File: config.mk
export PLATFORM = sky130hd
export DESIGN_NAME = skset_cell
export DESIGN_NICKNAME = d
export VERILOG_FILES = /design/src/hw/rtl/skset_pkg.sv /design/src/hw/rtl/skset_cell.sv
export SDC_FILE = /design/constraint.sdc
export NUM_CORES = 1
export LEC_CHECK = 0
export BUFFER_PORTS_ARGS = -buffer_cell sky130_fd_sc_hd__clkbuf_2
export CORE_AREA = 2 2 128 130
export DETAILED_ROUTE_END_ITERATION = 7
export DIE_AREA = 0 0 130 132
export SLEW_MARGIN = 20
export SYNTH_ARGS = -nofsm -noshare
export SYNTH_HDL_FRONTEND = slang
export SYNTH_SLANG_ARGS = --single-unit
File: constraint.sdc
create_clock -name i_clk -period 5.1 [get_ports i_clk]
set_input_delay 0.51 -clock i_clk [delete_from_list [all_inputs] [get_ports i_clk]]
set_output_delay 0.51 -clock i_clk [all_outputs]
set_load 0.02 [all_outputs]
File: src/hw/rtl/skset_pkg.sv
package skset_pkg;

    localparam int unsigned MODE_W    = 2;
    localparam int unsigned FIELD_W   = 7;
    localparam int unsigned KEY_PORT_W = 64;

    typedef enum logic [MODE_W-1:0] {
        MODE_ADD    = 2'd0,
        MODE_REMOVE = 2'd1,
        MODE_FIND   = 2'd2,
        MODE_SPARE  = 2'd3
    } t_mode;

    // shift command broadcast to every cell in the update cycle
    typedef struct packed {
        logic ins;   // open a slot at the boundary and shift later entries up
        logic del;   // drop the boundary entry and shift later entries down
    } t_cell_ctl;

endpackage

File: src/hw/rtl/skset_cell.sv
module skset_cell #(
    parameter int unsigned KEY_W = 64
) (
    input  logic                  i_clk,
    input  logic                  i_load,
    input  logic                  i_used,
    input  logic [KEY_W-1:0]      i_key,
    input  logic [KEY_W-1:0]      i_new_key,
    input  logic                  i_lt_left,
    input  logic [KEY_W-1:0]      i_left_key,
    input  logic [KEY_W-1:0]      i_right_key,
    input  skset_pkg::t_cell_ctl  i_ctl,
    output logic [KEY_W-1:0]      o_key,
    output logic                  o_lt,
    output logic                  o_eq,
    output logic                  o_bnd
);
    import skset_pkg::*;

    logic [KEY_W-1:0] r_key;
    logic [KEY_W-1:0] n_key;
    logic             r_lt;
    logic             r_eq;

    // first entry not below the search key
    assign o_bnd = i_lt_left & ~r_lt;

    always_comb begin
        n_key = r_key;
        if (i_ctl.ins && !r_lt) begin
            n_key = o_bnd ? i_new_key : i_left_key;
        end else if (i_ctl.del && !r_lt) begin
            n_key = i_right_key;
        end
    end

    always_ff @(posedge i_clk) begin
        r_key <= n_key;
        if (i_load) begin
            r_lt <= i_used & (r_key < i_key);
            r_eq <= i_used & (r_key == i_key);
        end
    end

    assign o_key = r_key;
    assign o_lt  = r_lt;
    assign o_eq  = r_eq;

endmodule
* After elaboration in Yosys (flattened, before gate mapping)
Index checks and enable logic that the tools add are counted.
Storage, ports and cells: output and inout bits 67, bits in writable memories 0, bits in registers 66, bits in read-only memories 0, word-level logic and storage cells 16, latch bits 0, memories kept 0
Operators by class: bitwise logic cells 4, muxes and demuxes 3, $lt $le $gt $ge 1, shifts and indexed selects 0, reductions and logical operators 4, add/sub/neg operators 0, multipliers 0, equal/unequal tests 1, div/mod/pow operators 0
Operators by type and width (number):
- $mux 64 | 3
- $eq 64x64->1 | 1
- $lt 64x64->1 | 1
- $and 1x1->1 | 3
- $logic_and 1x1->1 | 2
- $reduce_bool 2->1 | 1
- $logic_not 1->1 | 1
- $not 1->1 | 1

* Longest topological paths before layout
Gate-level depths: netlist (run 1).
word-level depth 4, mapped depth 8, mapped depth without buffers 8

* Least setup slack after synthesis (run 1)
No wires, ideal clock.
path type input port to flip-flop, start point in i_ctl[1] (netlist name), end point reg r_key[0] (netlist: o_key[0]), enable pin, path buffers 0, required time 4612 ps, arrival time 3248 ps, setup slack 1364 ps, stages on the path 2, setup time 488 ps, path through nor2_1 -> nor2_1
Between the ends: cells in the longest elaborated chain, start to end 2
RTL lines:
- start: declaration | RTL line skset_cell.sv:12 | input skset_pkg::t_cell_ctl i_ctl,
- $logic_and 1x1->1 | RTL line skset_cell.sv:30 | if (i_ctl.ins && !r_lt) begin
- $reduce_bool 2->1 (no source line)
- end signal: assignment | RTL line skset_cell.sv:38 | r_key <= n_key;
- end: declaration | RTL line skset_cell.sv:20 | logic [KEY_W-1:0] r_key;
No other way between the ends. A chain may end at the register's enable or synchronous reset.

* Worst setup path after layout (run 1)
start point reg r_key[62] (netlist: o_key[62]), end point reg r_lt (netlist: o_lt), data pin
Between the ends: cells in the longest elaborated chain, start to end 2
RTL lines:
- $lt 64x64->1 | RTL line skset_cell.sv:40 | r_lt <= i_used & (r_key < i_key);
- $and 1x1->1 | RTL line skset_cell.sv:40
- end signal: assignment | RTL line skset_cell.sv:40
- end: declaration | RTL line skset_cell.sv:22 | logic r_lt;
No other way between the ends.

==> results of run 1 <==
-- flip-flops by register name, summed over array words and instances, names as in the netlist --
| name | cells |
|---|---|
| o_lt | 1 |
| o_key | 64 |
| o_eq | 1 |
-- worst min-delay path by stage --
stage                     slack [ns]  endpoint
after global placement          0.75      o_eq
after global routing            0.40      o_eq
after detailed placement        0.75      o_lt
final                           0.42      o_eq
after CTS                       0.40      o_eq
after floorplan                 0.62      o_eq
-- power by group through the flow --
| stage | logic [mW] | clock network (mW) | registers [mW] |
|---|---|---|---|
| 2_1_floorplan | 0.233 | 0 | 0.778 |
| 3_3_place_gp | 0.512 | 0 | 0.715 |
| 3_5_place_dp | 0.517 | 0 | 0.718 |
| 4_1_cts | 0.519 | 0.566 | 0.707 |
| 5_1_grt | 0.580 | 0.584 | 0.713 |
| 6_report | 0.513 | 0.546 | 0.705 |
-- area by class of cell --
type	instances	area, sq um
Fill cell	1590	8620
Inverter	67	251
Clock buffer	12	236
Sequential cell	66	1980
Timing Repair Buffer	330	1680
Multi-Input combinational cell	357	2650
Tap cell	216	270
Clock inverter	4	18.8
-- stage by stage --
step                hold slack (ns)  total power [mW]  cells
floorplan                     0.622              1.01    511
global placement              0.749              1.23   1035
detailed placement            0.749              1.23   1035
CTS                           0.402              1.79   1051
global route                  0.403              1.88   1052
finish                        0.417              1.76   1052
-- cells in the mapped netlist, drive strengths merged (3+ instances only) --
cell type  instances
nand2             79
o21ai             70
inv               67
edfxtp            66
ha                64
mux2i             64
a21oi             26
clkbuf            14
nand4             14
a21o               7
buf                7
nand3              7
nor2               6
nor4               4
a221oi             3
-- critical path, cell delays in order (launching register included) --
cell,delay (ns)
edfxtp_1,0.40
ha_1,0.36
a21o_1,0.20
nand2_1,0.06
nand4b_1,0.10
nor4_1,0.67
o211ai_1,0.17
a221oi_1,0.24
-- layer usage --
layer,part of all wire (%),vias to the layer above
met4,1.5,0
li1,-,2475
met3,7.3,14
met1,39,2058
met2,53,179
met5,0,-
-- logic make-up (layout without fill, tap and decap cells) --
family	count (synthesis)	after routing	synth area share, %
simple gates	116	116	11.7
mux	64	64	12.9
fa+ha+maj	64	64	16.2
buf+inv	88	413	6.84
compound gates	113	113	12.4
flops	66	66	40.0
==> impl_metrics.yaml, run 1 <==
global_route:
  grt_antenna_before_repair: 0
  met1_usage_pct: 18.3
  overflow: 0
  busiest_layer: "met2"
  groute.usage.overall_pct: 16.8
  use_met3_pct: 4.75
  use_met2_pct: 31.5
  first_global_vias: 4731
  grt_pass1_wl_um: 22400
  grt_max_degree: 129
timing:
  finClkSkew_ns: 0.00678
  finalSetupViolCount: 0
  worst_pin_slew_ns: 1.05
  drv_slew: 0
  setup_ws_ns: 2.71
  post-route-min-period_ns: 2.39
  hold_violations: 0
  max_freq_mhz: 419
  period_share_pct: 46.8
  fin_tns_setup_ns: 0
  rsz0062_at_grt: "false"
  slew_headroom_pct: 29.9
clock_network:
  ctsHoldBuffers: 0
  cts_max_level: 3
  clock_path_buffers: 2
  numCtsBuffers: 9
  clk_pin_slew_worst_paths_ns: 0.06
  root_buffer: "clkbuf_16"
  clock_latency_ns: 0.32
  cts-resized-gates: 0
  post-cts-setup-buffers: 0
  cts_tree: "yes"
  clkSinkCount: 66
worst_setup_path:
  crit_start: "o_key[62]"
  r2r-end: "o_lt"
  startpoint_type: "register"
  regToRegSetupSlack_ns: 2.71
  crit_arrival_ns: 2.53
  path_class: "reg -> reg"
  critPathRequiredTime_ns: 5.24
  worstRegToRegCells: 7
  end_kind: "register"
  r2r_start: "o_key[62]"
  endpoint: "o_lt"
  cp_max_fo: 3
drt:
  drt-vias-per-instance: 4.49
  dr.first_iter.drc_count: 115
  drt.antenna.violating_nets: 0
  drt-pass1-iter-count: 4
  wl_per_cell_um: 14.1
  vias: 4726
  routed_wl_um: 14800
  route.detailed.drc: 0
logic_synthesis:
  synth-edff-count: 66
  syn_area_sq_um: 4960
  yosysTopAreaCell: "edfxtp_1"
  synthCells: 511
  syn-num-nets: 837
  avgSynthCellArea_sq_um: 9.70
  ys_types: 30
  yosys_warnings: 0
  synth_ff_type: "edfxtp_1"
  ys_top_cells_by_area: "edfxtp_1, ha_1, mux2i_1"
  synth_top_area_share_pct: 40.0
  synth-async-reset-ratio_pct: 0
  synth-seq-cells: 66
  yosysSeqAreaShare_pct: 40.0
pwr:
  p_int_mw: 1.22
  p_comb_share_pct: 29.1
  power_density_nw_per_um2: 249
  sw_frac_of_total_pct: 30.9
  p_seq_share_pct: 40.0
  p_sw_mw: 0.545
  power_frac_clock_pct: 31.0
  p_leak_nw: 3.91
  irDropWorstVdd_uv: 132
job:
  cap_violations: 0
cells_and_area:
  area_delta_synth_final_pct: 43.0
  layout_commonest_cell: "clkbuf_2"
  fin_util_pct: 45.1
  final_design_area_no_fill_sq_um: 7090
  diodes: 0
  final_nets: 1157
  drive_gt1_share_pct: 42.1
  final_cell_mix: "clkbuf_2, nand2_1, o21ai_0"
floorplanning:
  die_h_um: 132
  die_w_um: 130
  core-area_sq_um: 15700
  fp.dieArea_sq_um: 17200
  start_util_pct: 31.5
  num_rows: 46
  ios: 329
place:
  dpl_cell_area_sq_um: 6810
  post-place-ws_ns: 2.44
  hpwl_um: 12400
  port_buffers: 328
  gp_congestion: 0.806
min_path:
  hold_class: "in -> reg"
  hp-start: "i_load"
  holdPathStages: 1
status:
  status: "finished, final reports clean"
Power figures use the tool's default switching activity.
==> run 2: changes to the inputs <==
- clock period: 5.1 -> 2.31 ns (I/O delays scaled with it)
==> run 2 against run 1 <==
Effect of this change: flip-flop and latch count stayed put; non-clock buffer count is 9 higher; die area is the same; sequential power is 120% higher; clock power is 120% higher; wire length is 0.34% lower; combinational power grew 120%; clock-buffer cell count is 1 lower; clock skew decreased by 0.0036 ns; worst hold slack worse by 0.29 ns; via count fell by 0.15%; highest routed layer unchanged.
==> impl_metrics.yaml, run 2 (synthesis results as in run 1) <==
floorplanning:
  core-area_sq_um: 15700
  die_w_um: 130
  num_rows: 46
  start_util_pct: 31.5
  ios: 329
  fp.dieArea_sq_um: 17200
  die_h_um: 132
clock_network:
  clock_latency_ns: 0.33
  clock_path_buffers: 2
  numCtsBuffers: 9
  cts_max_level: 3
  clk_pin_slew_worst_paths_ns: 0.05
  root_buffer: "clkbuf_16"
  cts_tree: "yes"
  clkSinkCount: 66
  ctsHoldBuffers: 0
timing:
  drv_slew: 0
  finClkSkew_ns: 0.00322
  rsz0062_at_grt: "false"
  hold_violations: 0
  finalSetupViolCount: 0
  setup_ws_ns: 0.161
  max_freq_mhz: 465
  fin_tns_setup_ns: 0
  hold_slack_ns: 0.125
  post-route-min-period_ns: 2.15
  period_share_pct: 93.0
  slew_headroom_pct: 65.0
  worst_pin_slew_ns: 0.512
cells_and_area:
  drive_gt1_share_pct: 42.7
  area_delta_synth_final_pct: 44.6
  final_design_area_no_fill_sq_um: 7170
  final_cell_mix: "clkbuf_2, nand2_1, o21ai_0"
  final-seq-area_sq_um: 1980
  fillers: 1596
  multi_input_area_sq_um: 2660
  largest_reg_flops: 64
  layout_commonest_cell: "clkbuf_2"
  final_nets: 1166
  fin_cells: 1061
  diodes: 0
worst_setup_path:
  critPathRequiredTime_ns: 2.36
  worstRegToRegCells: 6
  r2r-end: "o_lt"
  regToRegSetupSlack_ns: 0.16
  crit_arrival_ns: 2.20
  r2r_start: "o_key[62]"
  end_kind: "register"
  startpoint_type: "register"
  path_class: "reg -> reg"
  cp_max_fo: 4
min_path:
  worstHoldEndpoint: "o_eq"
  hold_class: "in -> reg"
  holdPathStages: 1
  hp-start: "i_load"
drt:
  vias: 4719
  drt.antenna.violating_nets: 0
  drt-pass1-iter-count: 4
  routed_wl_um: 14700
  wl_per_cell_um: 13.9
  route.detailed.drc: 0
  dr.first_iter.drc_count: 114
  drt-vias-per-instance: 4.45
global_route:
  grt_pass1_wl_um: 22800
  first_global_vias: 4739
  busiest_layer: "met2"
  use_met3_pct: 3.04
  grt_antenna_before_repair: 0
  grt_max_degree: 63
  groute.usage.overall_pct: 17.1
  met1_usage_pct: 19.1
  use_met2_pct: 31.4
  overflow: 0
place:
  dpl_cell_area_sq_um: 6900
  post-place-ws_ns: 0.0699
  place_inst: 1044
  gp_congestion: 0.785
  hpwl_um: 12700
  port_buffers: 328
status:
  status: "finished, final reports clean"
pwr:
  irDropWorstVdd_uv: 284
  power_density_nw_per_um2: 543
  p_leak_nw: 3.96
job:
  cap_violations: 0
[run 2: cell count changes in the layout (fill, tap and decap cells not counted)]
cell,previous run,this run
buf_4,2,10
buf_12,0,2
clkinv_1,1,3
buf_16,1,0
clkbuf_1,3,2
clkinv_2,3,2
nor4_1,1,0
nor4_2,1,2
[run 2: worst max path at each step]
| stage | endpoint | cells after the start | startpoint | slack [ns] |
|---|---|---|---|---|
| global route | o_lt | 6 | o_key[60] | 0.01 |
| CTS | o_lt | 6 | o_key[46] | 0.06 |
| detailed placement | o_lt | 6 | o_key[46] | 0.07 |
| finish | o_lt | 6 | o_key[62] | 0.16 |
| global placement | o_lt | 6 | o_key[46] | 0.19 |
| floorplan | o_lt | 6 | o_key[46] | 0.24 |
[run 2: where the power goes]
part,internal (mW),switching (mW),leakage [nW]
Sequential,1.48,0.0675,0.647
Clock,0.711,0.481,0.126
Combinational,0.499,0.650,3.18
Total,2.69,1.20,3.96
[run 2: metrics by stage]
stage               util [%]  power [mW]
global route            45.6        4.15
detailed placement      43.9        2.74
floorplan                  -        2.23
global placement        43.9        2.73
finish                  45.6        3.89
CTS                     45.5        3.98
[run 2: final cells by class]
class,instances,area share (%)
multi-input combinational,357,37.1
timing repair buffer,339,24.4
clock inverter,5,0.297
clock buffer,11,3.25
sequential,66,27.7
inverter,67,3.51
tap,216,3.77
[run 2: per-layer routing]
metal | share of wire (%) | routed length [um]
met2 | 52 | 7610
met4 | 2.5 | 362
met1 | 39 | 5820
met3 | 6.4 | 945
met5 | 0 | 0
[run 2: repair_timing]
action / in CTS / in global routing
setup endpoints to repair: 0 / 1
setup buffers: 0 / 1
resized for setup: 0 / 1
[run 2: critical path: stages (launching register included)]
cell      delay, ns
edfxtp_1       0.40
ha_1           0.37
nand4_4        0.13
nor4_4         0.41
nand4_2        0.17
nor4_2         0.28
a221oi_1       0.12
